[src/sv/pfa_pkg.sv]
// pfa_pkg: shared types and constants for the partition fit allocator
// holds policy codes, register indexes, field widths, fsm states and the token control struct
// no dependencies
package pfa_pkg;

    // default configuration of the partition row
    localparam int PARTS_DEF     = 16;
    localparam int SIZE_BITS_DEF = 16;

    // fixed field widths of the ports
    localparam int SLOT_W     = 4;
    localparam int AMT_W      = 16;
    localparam int POLICY_W   = 2;
    localparam int COUNT_W    = 5;
    localparam int CFG_DATA_W = 5;

    // placement policy codes
    localparam logic [POLICY_W-1:0] POL_FIRST = 2'd0;
    localparam logic [POLICY_W-1:0] POL_BEST  = 2'd1;
    localparam logic [POLICY_W-1:0] POL_WORST = 2'd2;

    // configuration register indexes
    localparam logic REG_POLICY = 1'b0;
    localparam logic REG_COUNT  = 1'b1;

    // request item mode
    localparam logic MODE_LOAD    = 1'b0;
    localparam logic MODE_REQUEST = 1'b1;

    typedef enum logic [1:0] {
        ST_IDLE,
        ST_SEARCH,
        ST_COMMIT
    } state_t;

    // control part of the search token that walks the cell row
    typedef struct packed {
        logic valid;
        logic found;
    } tok_ctl_t;

endpackage

[src/sv/pfa_cell.sv]
// pfa_cell: one partition slot of the allocator row
// holds the free space of its slot and forwards the search token to its neighbor
// depends on pfa_pkg
module pfa_cell
    import pfa_pkg::*;
#(
    parameter int CELL_IDX  = 0,
    parameter int IDX_W     = 4,
    parameter int SIZE_BITS = SIZE_BITS_DEF
)(
    input  logic                 clk,
    input  logic                 rst_n,
    // load broadcast
    input  logic                 load_en,
    input  logic [SLOT_W-1:0]    load_slot,
    input  logic [SIZE_BITS-1:0] load_val,
    // search context
    input  logic [SIZE_BITS-1:0] want,
    input  logic [POLICY_W-1:0]  policy,
    input  logic [COUNT_W-1:0]   count,
    // token from the left neighbor
    input  tok_ctl_t             tok_in,
    input  logic [IDX_W-1:0]     idx_in,
    input  logic [SIZE_BITS-1:0] left_in,
    // token to the right neighbor
    output tok_ctl_t             tok_out,
    output logic [IDX_W-1:0]     idx_out,
    output logic [SIZE_BITS-1:0] left_out,
    // commit broadcast
    input  logic                 commit_en,
    input  logic [IDX_W-1:0]     commit_idx
);

    logic [SIZE_BITS-1:0] free_reg;
    logic [SIZE_BITS-1:0] free_next;
    tok_ctl_t             tok_reg;
    tok_ctl_t             tok_next;
    logic [IDX_W-1:0]     idx_reg;
    logic [IDX_W-1:0]     idx_next;
    logic [SIZE_BITS-1:0] left_reg;
    logic [SIZE_BITS-1:0] left_next;

    logic                 active;
    logic                 fits;
    logic [SIZE_BITS-1:0] left_here;
    logic                 take;

    assign active    = CELL_IDX < int'(count);
    assign fits      = active && (free_reg >= want);
    assign left_here = free_reg - want;

    // first fit keeps the earliest hit, strict compares keep ties on the lower slot
    always_comb
    begin
        take = 1'b0;
        if (fits)
        begin
            if (!tok_in.found)
                take = 1'b1;
            else if (policy == POL_BEST && left_here < left_in)
                take = 1'b1;
            else if (policy == POL_WORST && left_here > left_in)
                take = 1'b1;
        end
    end

    always_comb
    begin
        tok_next.valid = tok_in.valid;
        tok_next.found = tok_in.found || (tok_in.valid && take);
        idx_next       = (tok_in.valid && take) ? IDX_W'(CELL_IDX) : idx_in;
        left_next      = (tok_in.valid && take) ? left_here : left_in;
    end

    always_comb
    begin
        free_next = free_reg;
        if (load_en && int'(load_slot) == CELL_IDX)
            free_next = load_val;
        else if (commit_en && int'(commit_idx) == CELL_IDX)
            free_next = free_reg - want;
    end

    always_ff @(posedge clk or negedge rst_n)
    begin
        if (!rst_n)
            tok_reg <= '0;
        else
            tok_reg <= tok_next;
    end

    // payload, no reset
    always_ff @(posedge clk)
    begin
        idx_reg  <= idx_next;
        left_reg <= left_next;
        free_reg <= free_next;
    end

    assign tok_out  = tok_reg;
    assign idx_out  = idx_reg;
    assign left_out = left_reg;

endmodule

[src/sv/partition_fit_allocator.sv]
// partition_fit_allocator: top level of the first/best/worst fit partition allocator
// builds a row of pfa_cell slots, the control fsm, configuration registers and output register
// depends on pfa_pkg and pfa_cell
//
// The block keeps the free space of PARTS fixed partitions, one per cell in a row of cells.
// A load transaction (mode 0) writes one slot's size and does not stall the input.
// A request transaction (mode 1) sends a search token down the row, one cell per cycle;
// each cell compares its free space against the request and the token keeps the slot
// that the policy prefers (ties to the lowest slot). When the token leaves the last cell
// the chosen slot is debited and the result goes into the output register. A request
// occupies the block through launch, the ripple of the token through the row, capture of
// the tail token and commit, which waits until the output register is free. The input is
// stalled while a request is in flight; a finished result may wait in the output register
// while the next transaction is taken. Slots are not cleared at reset: load a slot before
// it is searched. Configuration writes are always ready and are meant to happen while the
// block is idle.
module partition_fit_allocator
    import pfa_pkg::*;
#(
    parameter int PARTS     = PARTS_DEF,
    parameter int SIZE_BITS = SIZE_BITS_DEF
)(
    input  logic                  clk,
    input  logic                  rst_n,
    // input channel
    input  logic                  in_valid,
    output logic                  in_stall,
    input  logic                  mode,
    input  logic [SLOT_W-1:0]     slot,
    input  logic [AMT_W-1:0]      amount,
    // output channel
    output logic                  out_valid,
    input  logic                  out_stall,
    output logic                  granted,
    output logic [SLOT_W-1:0]     chosen_slot,
    output logic [AMT_W-1:0]      leftover,
    // configuration channel
    input  logic                  cfg_valid,
    output logic                  cfg_ready,
    input  logic                  cfg_index,
    input  logic [CFG_DATA_W-1:0] cfg_data
);

    localparam int IDX_W = (PARTS > 1) ? $clog2(PARTS) : 1;

    // control state
    state_t                state_reg;
    state_t                state_next;
    logic                  start_reg;
    logic                  start_next;
    logic                  out_valid_reg;
    logic                  out_valid_next;
    logic [POLICY_W-1:0]   policy_reg;
    logic [POLICY_W-1:0]   policy_next;
    logic [COUNT_W-1:0]    count_reg;
    logic [COUNT_W-1:0]    count_next;

    // payload
    logic [SIZE_BITS-1:0]  want_reg;
    logic [SIZE_BITS-1:0]  want_next;
    logic                  res_found_reg;
    logic                  res_found_next;
    logic [IDX_W-1:0]      res_idx_reg;
    logic [IDX_W-1:0]      res_idx_next;
    logic [SIZE_BITS-1:0]  res_left_reg;
    logic [SIZE_BITS-1:0]  res_left_next;
    logic                  granted_reg;
    logic                  granted_next;
    logic [SLOT_W-1:0]     chosen_reg;
    logic [SLOT_W-1:0]     chosen_next;
    logic [AMT_W-1:0]      leftover_reg;
    logic [AMT_W-1:0]      leftover_next;

    // handshakes
    logic                  in_xact;
    logic                  out_xact;
    logic                  load_en;
    logic                  commit_en;

    // token chain, entry 0 is the head driven here, entry PARTS is the tail
    tok_ctl_t              tok_chain  [PARTS+1];
    logic [IDX_W-1:0]      idx_chain  [PARTS+1];
    logic [SIZE_BITS-1:0]  left_chain [PARTS+1];

    assign in_stall  = (state_reg != ST_IDLE);
    assign in_xact   = in_valid && !in_stall;
    assign out_xact  = out_valid_reg && !out_stall;
    assign load_en   = in_xact && (mode == MODE_LOAD);
    assign cfg_ready = 1'b1;

    // head of the chain: a fresh token with nothing found yet
    assign tok_chain[0].valid = start_reg;
    assign tok_chain[0].found = 1'b0;
    assign idx_chain[0]       = '0;
    assign left_chain[0]      = '0;

    for (genvar gi = 0; gi < PARTS; gi++)
    begin : g_cell
        pfa_cell #(
            .CELL_IDX  (gi),
            .IDX_W     (IDX_W),
            .SIZE_BITS (SIZE_BITS)
        ) u_cell (
            .clk        (clk),
            .rst_n      (rst_n),
            .load_en    (load_en),
            .load_slot  (slot),
            .load_val   (SIZE_BITS'(amount)),
            .want       (want_reg),
            .policy     (policy_reg),
            .count      (count_reg),
            .tok_in     (tok_chain[gi]),
            .idx_in     (idx_chain[gi]),
            .left_in    (left_chain[gi]),
            .tok_out    (tok_chain[gi+1]),
            .idx_out    (idx_chain[gi+1]),
            .left_out   (left_chain[gi+1]),
            .commit_en  (commit_en),
            .commit_idx (res_idx_reg)
        );
    end

    // configuration writes
    always_comb
    begin
        policy_next = policy_reg;
        count_next  = count_reg;
        if (cfg_valid && cfg_ready)
        begin
            unique case (cfg_index)
                REG_POLICY: policy_next = cfg_data[POLICY_W-1:0];
                REG_COUNT:  count_next  = cfg_data[COUNT_W-1:0];
                default:    ;
            endcase
        end
    end

    // next state and datapath control
    always_comb
    begin
        state_next     = state_reg;
        start_next     = 1'b0;
        out_valid_next = out_valid_reg && !out_xact;
        want_next      = want_reg;
        res_found_next = res_found_reg;
        res_idx_next   = res_idx_reg;
        res_left_next  = res_left_reg;
        granted_next   = granted_reg;
        chosen_next    = chosen_reg;
        leftover_next  = leftover_reg;
        commit_en      = 1'b0;

        unique case (state_reg)
            ST_IDLE:
            begin
                if (in_xact && mode == MODE_REQUEST)
                begin
                    want_next  = SIZE_BITS'(amount);
                    start_next = 1'b1;
                    state_next = ST_SEARCH;
                end
            end
            ST_SEARCH:
            begin
                // token left the last cell
                if (tok_chain[PARTS].valid)
                begin
                    res_found_next = tok_chain[PARTS].found;
                    res_idx_next   = idx_chain[PARTS];
                    res_left_next  = left_chain[PARTS];
                    state_next     = ST_COMMIT;
                end
            end
            ST_COMMIT:
            begin
                // debit the slot and publish once the output register is free
                if (!out_valid_reg || out_xact)
                begin
                    commit_en      = res_found_reg;
                    out_valid_next = 1'b1;
                    granted_next   = res_found_reg;
                    chosen_next    = res_found_reg ? SLOT_W'(res_idx_reg) : '0;
                    leftover_next  = res_found_reg ? AMT_W'(res_left_reg) : '0;
                    state_next     = ST_IDLE;
                end
            end
            default:
            begin
                state_next = ST_IDLE;
            end
        endcase
    end

    always_ff @(posedge clk or negedge rst_n)
    begin
        if (!rst_n)
        begin
            state_reg     <= ST_IDLE;
            start_reg     <= 1'b0;
            out_valid_reg <= 1'b0;
            policy_reg    <= POL_FIRST;
            count_reg     <= COUNT_W'(16);
        end
        else
        begin
            state_reg     <= state_next;
            start_reg     <= start_next;
            out_valid_reg <= out_valid_next;
            policy_reg    <= policy_next;
            count_reg     <= count_next;
        end
    end

    always_ff @(posedge clk)
    begin
        want_reg      <= want_next;
        res_found_reg <= res_found_next;
        res_idx_reg   <= res_idx_next;
        res_left_reg  <= res_left_next;
        granted_reg   <= granted_next;
        chosen_reg    <= chosen_next;
        leftover_reg  <= leftover_next;
    end

    assign out_valid   = out_valid_reg;
    assign granted     = granted_reg;
    assign chosen_slot = chosen_reg;
    assign leftover    = leftover_reg;

    // a launched token always finds the fsm searching
    a_start_in_search: assert property (@(posedge clk) disable iff (!rst_n)
        start_reg |-> state_reg == ST_SEARCH)
        else $error("search token launched outside search");

    // the tail token only shows up while searching
    a_tail_in_search: assert property (@(posedge clk) disable iff (!rst_n)
        tok_chain[PARTS].valid |-> state_reg == ST_SEARCH)
        else $error("tail token outside search");

    // a new result only comes from the commit step
    a_out_from_commit: assert property (@(posedge clk) disable iff (!rst_n)
        $rose(out_valid_reg) |-> $past(state_reg == ST_COMMIT))
        else $error("result without commit");

    // the chosen slot lies inside the searched range
    a_slot_in_range: assert property (@(posedge clk) disable iff (!rst_n)
        (state_reg == ST_COMMIT && res_found_reg) |-> (int'(res_idx_reg) < int'(count_reg)))
        else $error("chosen slot beyond partition count");

endmodule
[config.mk]
export PLATFORM = sky130hd
export DESIGN_NAME = partition_fit_allocator
export DESIGN_NICKNAME = d
export VERILOG_FILES = /design/src/sv/pfa_pkg.sv /design/src/sv/pfa_cell.sv /design/src/sv/partition_fit_allocator.sv
export SDC_FILE = /design/constraint.sdc
export NUM_CORES = 2
export LEC_CHECK = 0
export ABC_CLOCK_PERIOD_IN_PS = 6500
export BUFFER_PORTS_ARGS = -buffer_cell sky130_fd_sc_hd__clkbuf_2
export CAP_MARGIN = 40
export CORE_AREA = 2 2 403 305
export CTS_CLUSTER_DIAMETER = 30
export DETAILED_ROUTE_END_ITERATION = 16
export DIE_AREA = 0 0 405 307
export PLACE_DENSITY = 0.54
export SLEW_MARGIN = 20
export SYNTH_ARGS = -nofsm -noshare
export SYNTH_HDL_FRONTEND = slang
export SYNTH_SLANG_ARGS = --single-unit
[constraint.sdc]
create_clock -name clk -period 6.5 [get_ports clk]
set_clock_uncertainty 0.1 [all_clocks]
set_input_delay 0.975 -clock clk [delete_from_list [all_inputs] [get_ports clk]]
set_output_delay 0.975 -clock clk [all_outputs]
set_load 0.02 [all_outputs]
==> Word level (Yosys, flattened, before mapping) <==
Index checks and enable logic that the tools add are counted.
{ "word_totals": {"regBits": 673, "input_bits": 32, "out_inout_bits": 24} }
{ "classes": {"addsub": 16, "n_reduce_logical": 145, "muxes": 119, "bitwise": 2, "eq_ne": 37, "magnitude_cmp": 62} }
{ "op_table": {"columns": ["cell", "n"], "rows": [
  ["2-to-1 mux 16 bit", 47],
  [">= comparator 16 bit", 16],
  ["subtractor 16 bit", 16],
  ["greater-than comparator 16 bit", 15],
  ["< comparator 16 bit", 15],
  ["logical AND 1 bit", 99],
  ["2-to-1 mux 1 bit", 68],
  ["== test 4 bit, second input constant", 16],
  ["< comparator 4 x 5 -> 1 bit, first input constant", 8],
  ["nonzero test 2 bit", 17],
  ["== test 4 x 3 -> 1 bit, second input constant", 8],
  ["< comparator 3 x 5 -> 1 bit, first input constant", 4],
  ["== test 4 x 2 -> 1 bit, second input constant", 4],
  ["logical OR 1 bit", 16],
  ["< comparator 1 x 5 -> 1 bit, first input constant", 2],
  ["< comparator 2 x 5 -> 1 bit, first input constant", 2],
  ["AND reduction 2 bit", 5],
  ["== test 4 x 1 -> 1 bit, second input constant", 2],
  ["logical NOT 4 bit", 2],
  ["2-to-1 mux 2 bit", 3],
  ["case mux 2 bit (3 select lines)", 1],
  ["== test 2 x 1 -> 1 bit, second input constant", 2],
  ["== test 2 bit, second input constant", 2],
  ["logical NOT 1 bit", 4],
  ["5 further kinds", 7]
]} }

==> Depth between registers and ports, before layout <==
{ "logic_depth": {"word_depth": 9, "ltp_mapped": 21, "ltp_nobuf": 19} }

==> By module <==
A second synthesis with hierarchy kept.
{ "unflattened": {"hier_cells": 4356, "hier_area_um2": 45361.0} }
{ "by_module_without_submodules": {"columns": ["mod", "seq_area_each_um2", "area_per_inst_um2", "instances", "cells_each"], "rows": [
  ["pfa_cell at g_cell[10].u_cell", 930.9, 2906.5, 1, 295],
  ["pfa_cell at g_cell[15].u_cell", 930.9, 2798.9, 1, 302],
  ["pfa_cell at g_cell[0].u_cell", 930.9, 2768.9, 1, 276],
  ["pfa_cell at g_cell[6].u_cell", 930.9, 2743.9, 1, 274],
  ["pfa_cell at g_cell[5].u_cell", 930.9, 2723.9, 1, 271],
  ["pfa_cell at g_cell[13].u_cell", 930.9, 2695.1, 1, 266],
  ["pfa_cell at g_cell[14].u_cell", 930.9, 2686.3, 1, 267],
  ["pfa_cell at g_cell[11].u_cell", 930.9, 2676.3, 1, 259],
  ["pfa_cell at g_cell[1].u_cell", 930.9, 2675.1, 1, 259],
  ["pfa_cell at g_cell[3].u_cell", 930.9, 2667.6, 1, 258],
  ["pfa_cell at g_cell[2].u_cell", 930.9, 2655.0, 1, 256],
  ["pfa_cell at g_cell[7].u_cell", 930.9, 2653.8, 1, 258],
  ["pfa_cell at g_cell[4].u_cell", 930.9, 2652.5, 1, 257],
  ["pfa_cell at g_cell[8].u_cell", 930.9, 2591.2, 1, 252],
  ["+3 rows", null, null, null, null]
]} }

==> Worst setup path before layout <==
No wires, ideal clock.
{ "synth_path": {"path_kind": "register -> register", "from": "reg want_reg[1]", "to": "reg g_cell[4].u_cell.left_reg[10]", "setup_time_ns": 0.121, "path_stages_with_launch": 20, "setup_slack_ns": 1.001, "arrival_time_ns": 5.278, "t_required_ns": 6.279, "path_cell_list": "edfxtp_1 -> inv_1 -> ha_1 -> nor2b_1 -> o31a_1 -> o41ai_2 -> o211ai_1 -> a21o_1 -> a21oi_1 -> xnor2_1 -> ha_1 -> a21oi_1 -> nor2b_1 -> o21ai_0 -> o21ai_0 -> nor2_1 -> o31ai_1 -> o31ai_4 -> buf_2 -> mux2_2"} }
{ "synth_via": {"elab_chain_len": 9, "word_cells_on_any_way": 13, "classes_between": "add/sub: 1; order compare: 3; mux: 5; reduce/logical: 4"} }
{ "synth_lines": {"columns": ["element", "line", "text"], "rows": [
  ["from (decl)", "partition_fit_allocator.sv:59", "logic [SIZE_BITS-1:0] want_reg;"],
  ["from (signal assigned)", "partition_fit_allocator.sv:216", "want_reg <= want_next;"],
  ["subtractor 16 bit", "pfa_cell.sv:50", "assign left_here = free_reg - want;"],
  ["greater-than comparator 16 bit", "pfa_cell.sv:62", "else if (policy == POL_WORST && left_here > left_in)"],
  ["logical AND 1 bit", "pfa_cell.sv:62", null],
  ["2-to-1 mux 1 bit", "pfa_cell.sv:62", null],
  ["2-to-1 mux 1 bit", "pfa_cell.sv:60", "else if (policy == POL_BEST && left_here < left_in)"],
  ["2-to-1 mux 1 bit", "pfa_cell.sv:58", "if (!tok_in.found)"],
  ["2-to-1 mux 1 bit", "pfa_cell.sv:56", "if (fits)"],
  ["logical AND 1 bit", "pfa_cell.sv:72", "left_next = (tok_in.valid && take) ? left_here : left_in;"],
  ["2-to-1 mux 16 bit *", "pfa_cell.sv:72", null],
  ["net g_cell[4].u_cell.left_next[10]", "pfa_cell.sv:41", "logic [SIZE_BITS-1:0] left_next;"],
  ["to (signal assigned)", "pfa_cell.sv:96", "left_reg <= left_next;"],
  ["to (decl)", "pfa_cell.sv:40", "logic [SIZE_BITS-1:0] left_reg;"]
]} }
Mark *: on every way through the listed nets, which the timed path passes. The rest lies on a longest branch.
A chain may end at the register's enable or synchronous reset.

==> Worst setup path after layout <==
{ "layout_path": {"from": "reg want_reg[8]", "to": "reg g_cell[7].u_cell.left_reg[13]"} }
{ "layout_via": {"elab_chain_len": 9, "word_cells_on_any_way": 13, "classes_between": "add/sub: 1; order compare: 3; mux: 5; reduce/logical: 4"} }
{ "layout_lines": {"columns": ["element", "line"], "rows": [
  ["subtractor 16 bit", "pfa_cell.sv:50"],
  ["greater-than comparator 16 bit", "pfa_cell.sv:62"],
  ["logical AND 1 bit", "pfa_cell.sv:62"],
  ["2-to-1 mux 1 bit", "pfa_cell.sv:62"],
  ["2-to-1 mux 1 bit", "pfa_cell.sv:60"],
  ["2-to-1 mux 1 bit", "pfa_cell.sv:58"],
  ["2-to-1 mux 1 bit", "pfa_cell.sv:56"],
  ["logical AND 1 bit", "pfa_cell.sv:72"],
  ["2-to-1 mux 16 bit *", "pfa_cell.sv:72"],
  ["net g_cell[7].u_cell.left_next[13]", "pfa_cell.sv:41"],
  ["to (signal assigned)", "pfa_cell.sv:96"],
  ["to (decl)", "pfa_cell.sv:40"]
]} }
Marks and branches as above.

==> reports/metrics.cfg <==
[clock_network]
clk_pin_slew_worst_paths_ns = 0.05
clock_sinks = 662
clock_path_buffers = 3
cts-htree-levels = 4
cts_resized = 0
cts_setup_buffers = 0
insertion_delay_ns = 0.74
cts-root-buf = clkbuf_16
cts_tree = yes
numCtsBuffers = 140
hold_buffers = 0

[timing]
tightest_slew_ns = 0.914
finalSetupTns_ns = 0
hold_viol_final = 0
whs_ns = 0.0643
slew_viol_final = 0
fmax_mhz = 183
finalCriticalPeriod_ns = 5.45
rsz0062_at_grt = no
final.period_utilization_pct = 83.9
slew_headroom_pct = 39.1
setup_viol = 0

[floorplanning]
core_area_um2 = 121000
dieArea_um2 = 124000
io_pins = 56
dieHeight_um = 307
rows = 111
die-width_um = 405
initial_core_util_pct = 34.7

[final_layout]
design_area_um2 = 49900
drive_gt1_share_pct = 20.3
layout.area.seq_um2 = 16600
nFillCells = 11600
multi_input_area_um2 = 23700
nets = 4802
syn_to_final_growth_pct = 18.8

[route]
drt_iter0_drc = 3034
drt-vias-per-instance = 5.31
wl_mm = 137
firstDrtPassIters = 5
wl_per_cell_um = 22.8
post-route-drc-count = 0
vias = 31900
ant_nets = 0

[yosys]
synthArstFlopShare_pct = 6.50
ys_ff_latch = 662
syn_area_um2 = 42000
syn-num-nets = 4589
netlist_instances = 4045
synth_edf_count = 314
synth_area_leaders = edfxtp_1 22%, ha_1 15%, dfxtp_1 15%, mux2_2 10%, inv_1 3.3%
syn_avg_cell_area_um2 = 10.4
ys_warn_count = 0
synth_cell_types = 96
synth_top_area_cell = edfxtp_1
ys.flop_type = edfxtp_1
synth-seq-area-share_pct = 39.6
synth_top_area_share_pct = 22.5

[place]
io_buffers = 54
placed_area_um2 = 45000
routabilityCongestion = 0.978
dp_hpwl_mm = 102

[worst_setup_path]
cp_num_buf_inv = 3
required_ns = 7.01
critPathMaxStageDelay_ns = 0.64
crit_fanout = 13
worst_setup_path_end_kind = flip-flop
path_cells = inv_1, buf_4, ha_1, nand2_1, o21ai_0, a2111oi_1, o21bai_1, a21oi_1, xnor2_1, ha_1, a21oi_1, o21ai_0, o31ai_1, nand2_1, o211ai_1, o2111a_1, buf_4, mux2_2
cp_slowest_cell = a2111oi_1
crit_type = flip-flop to flip-flop
start_kind = flip-flop
crit_family = compound AO/OA/AOI/OAI gates
arrival_ns = 5.97

[power]
p_int_w = 0.0121
power_frac_seq_pct = 32.3
share_comb_of_total_power_pct = 26.3
total_power_w = 0.0176
switchingPower_w = 0.00558
ir_worst_vdd_uv = 303
power_switching_share_pct = 31.6
power_frac_clock_pct = 41.4
cellLeakagePower_nw = 20.7
powerDensity_nw_per_um2 = 354

[global_route]
antenna_found_initial = 9
grt_max_degree = 33
grt_pass1_vias = 30300
overflow = 0
grt_pass1_wl_mm = 200
grtUsageTotal_pct = 21.9

[min_path]
min_path_type = input pin to asynchronous set/reset pin

[flow_run]
maxCapViolCount = 0

[outcome]
status = finished clean

-- cell families (layout without fill, tap and decap cells) --
logic type / after synthesis / after routing / synth area share (%)
fa+ha+maj: 512 / 512 / 15.5
compound gates: 859 / 859 / 13.6
mux: 452 / 452 / 12.3
simple gates: 925 / 925 / 10.9
flops: 662 / 662 / 39.6
buf+inv: 449 / 776 / 4.23
other cells: 1 / 3 / 0.00893
xor+xnor: 185 / 185 / 3.86
-- routing by layer --
metal,share of wire [%],up-vias,global-route usage (%)
met5,0.039,-,0
met4,2.4,8,6.81
met3,8.8,195,4.83
met2,38,1195,29.3
met1,50,15300,34.1
li1,-,15200,-
-- power by group through the flow --
stage / registers [W] / clock network, W / logic [W]
2_1_floorplan: 0.00542 / 0 / 0.00332
3_3_place_gp: 0.00576 / 0 / 0.00448
3_5_place_dp: 0.00573 / 0 / 0.00456
4_1_cts: 0.00567 / 0.00742 / 0.00460
5_1_grt: 0.00574 / 0.00762 / 0.00518
6_report: 0.00570 / 0.00730 / 0.00465
-- stage by stage --
step	instances	setup slack, ns	utilization, %
2_1_floorplan	4045	1.00	-
6_report	6012	1.05	41.3
5_1_grt	6010	0.666	41.3
4_1_cts	6008	1.07	41.2
3_3_place_gp	5729	1.16	36.9
3_5_place_dp	5752	1.06	37.2
-- Yosys cell counts (all sizes together), types with 54 or more instances --
cell    number
a21o       111
a21oi      264
clkbuf      54
dfxtp      305
edfxtp     314
ha         496
inv        364
mux2       412
nand2      225
nand3       72
nand4       72
nor2       218
nor2b       76
o21ai      174
xnor2      131
xor2        54
-- layout by cell type, fill, tap and decap left out, types with 42 or more instances in the layout --
cell type / synthesis / routed
ha_1: 496 / 496
mux2_2: 378 / 378
inv_1: 364 / 364
edfxtp_1: 314 / 314
dfxtp_1: 305 / 305
a21oi_1: 259 / 258
nand2_1: 225 / 225
nor2_1: 218 / 217
o21ai_0: 166 / 155
clkbuf_16: 0 / 146
xnor2_1: 131 / 131
a21o_1: 111 / 111
buf_4: 5 / 76
nor2b_1: 74 / 73
nand4_1: 72 / 72
nand3_1: 72 / 71
xor2_1: 54 / 54
clkbuf_2: 0 / 53
o21a_1: 51 / 51
nor3_1: 51 / 50
nand2b_1: 49 / 49
and2_1: 46 / 46
dfrtp_1: 42 / 42
-- area by class of cell --
cell class                      instances  area share [%]
Antenna cell                            2          0.0100
Clock buffer                          172            7.72
Clock inverter                         84            1.99
Inverter                              364            2.74
Multi-Input combinational cell       2934            47.4
Sequential cell                       662            33.3
Tap cell                             1638            4.11
Timing Repair Buffer                  156            2.72
-- final timing paths --
path,from,endpoint,slack (ns),depth (start not counted)
setup / recovery,want_reg[8],g_cell[7].u_cell.left_out[13],1.05,18
hold / removal,rst_n,out_valid,0.06,1
setup reg to reg,want_reg[8],g_cell[7].u_cell.left_out[13],1.05,18
hold reg to reg,g_cell[8].u_cell.tok_out[1],g_cell[9].u_cell.tok_out[1],0.28,0
max in group asynchronous,rst_n,count_reg[4],5.58,2
min in group clk,g_cell[8].u_cell.tok_out[1],g_cell[9].u_cell.tok_out[1],0.28,0
Power figures use the tool's default switching activity.
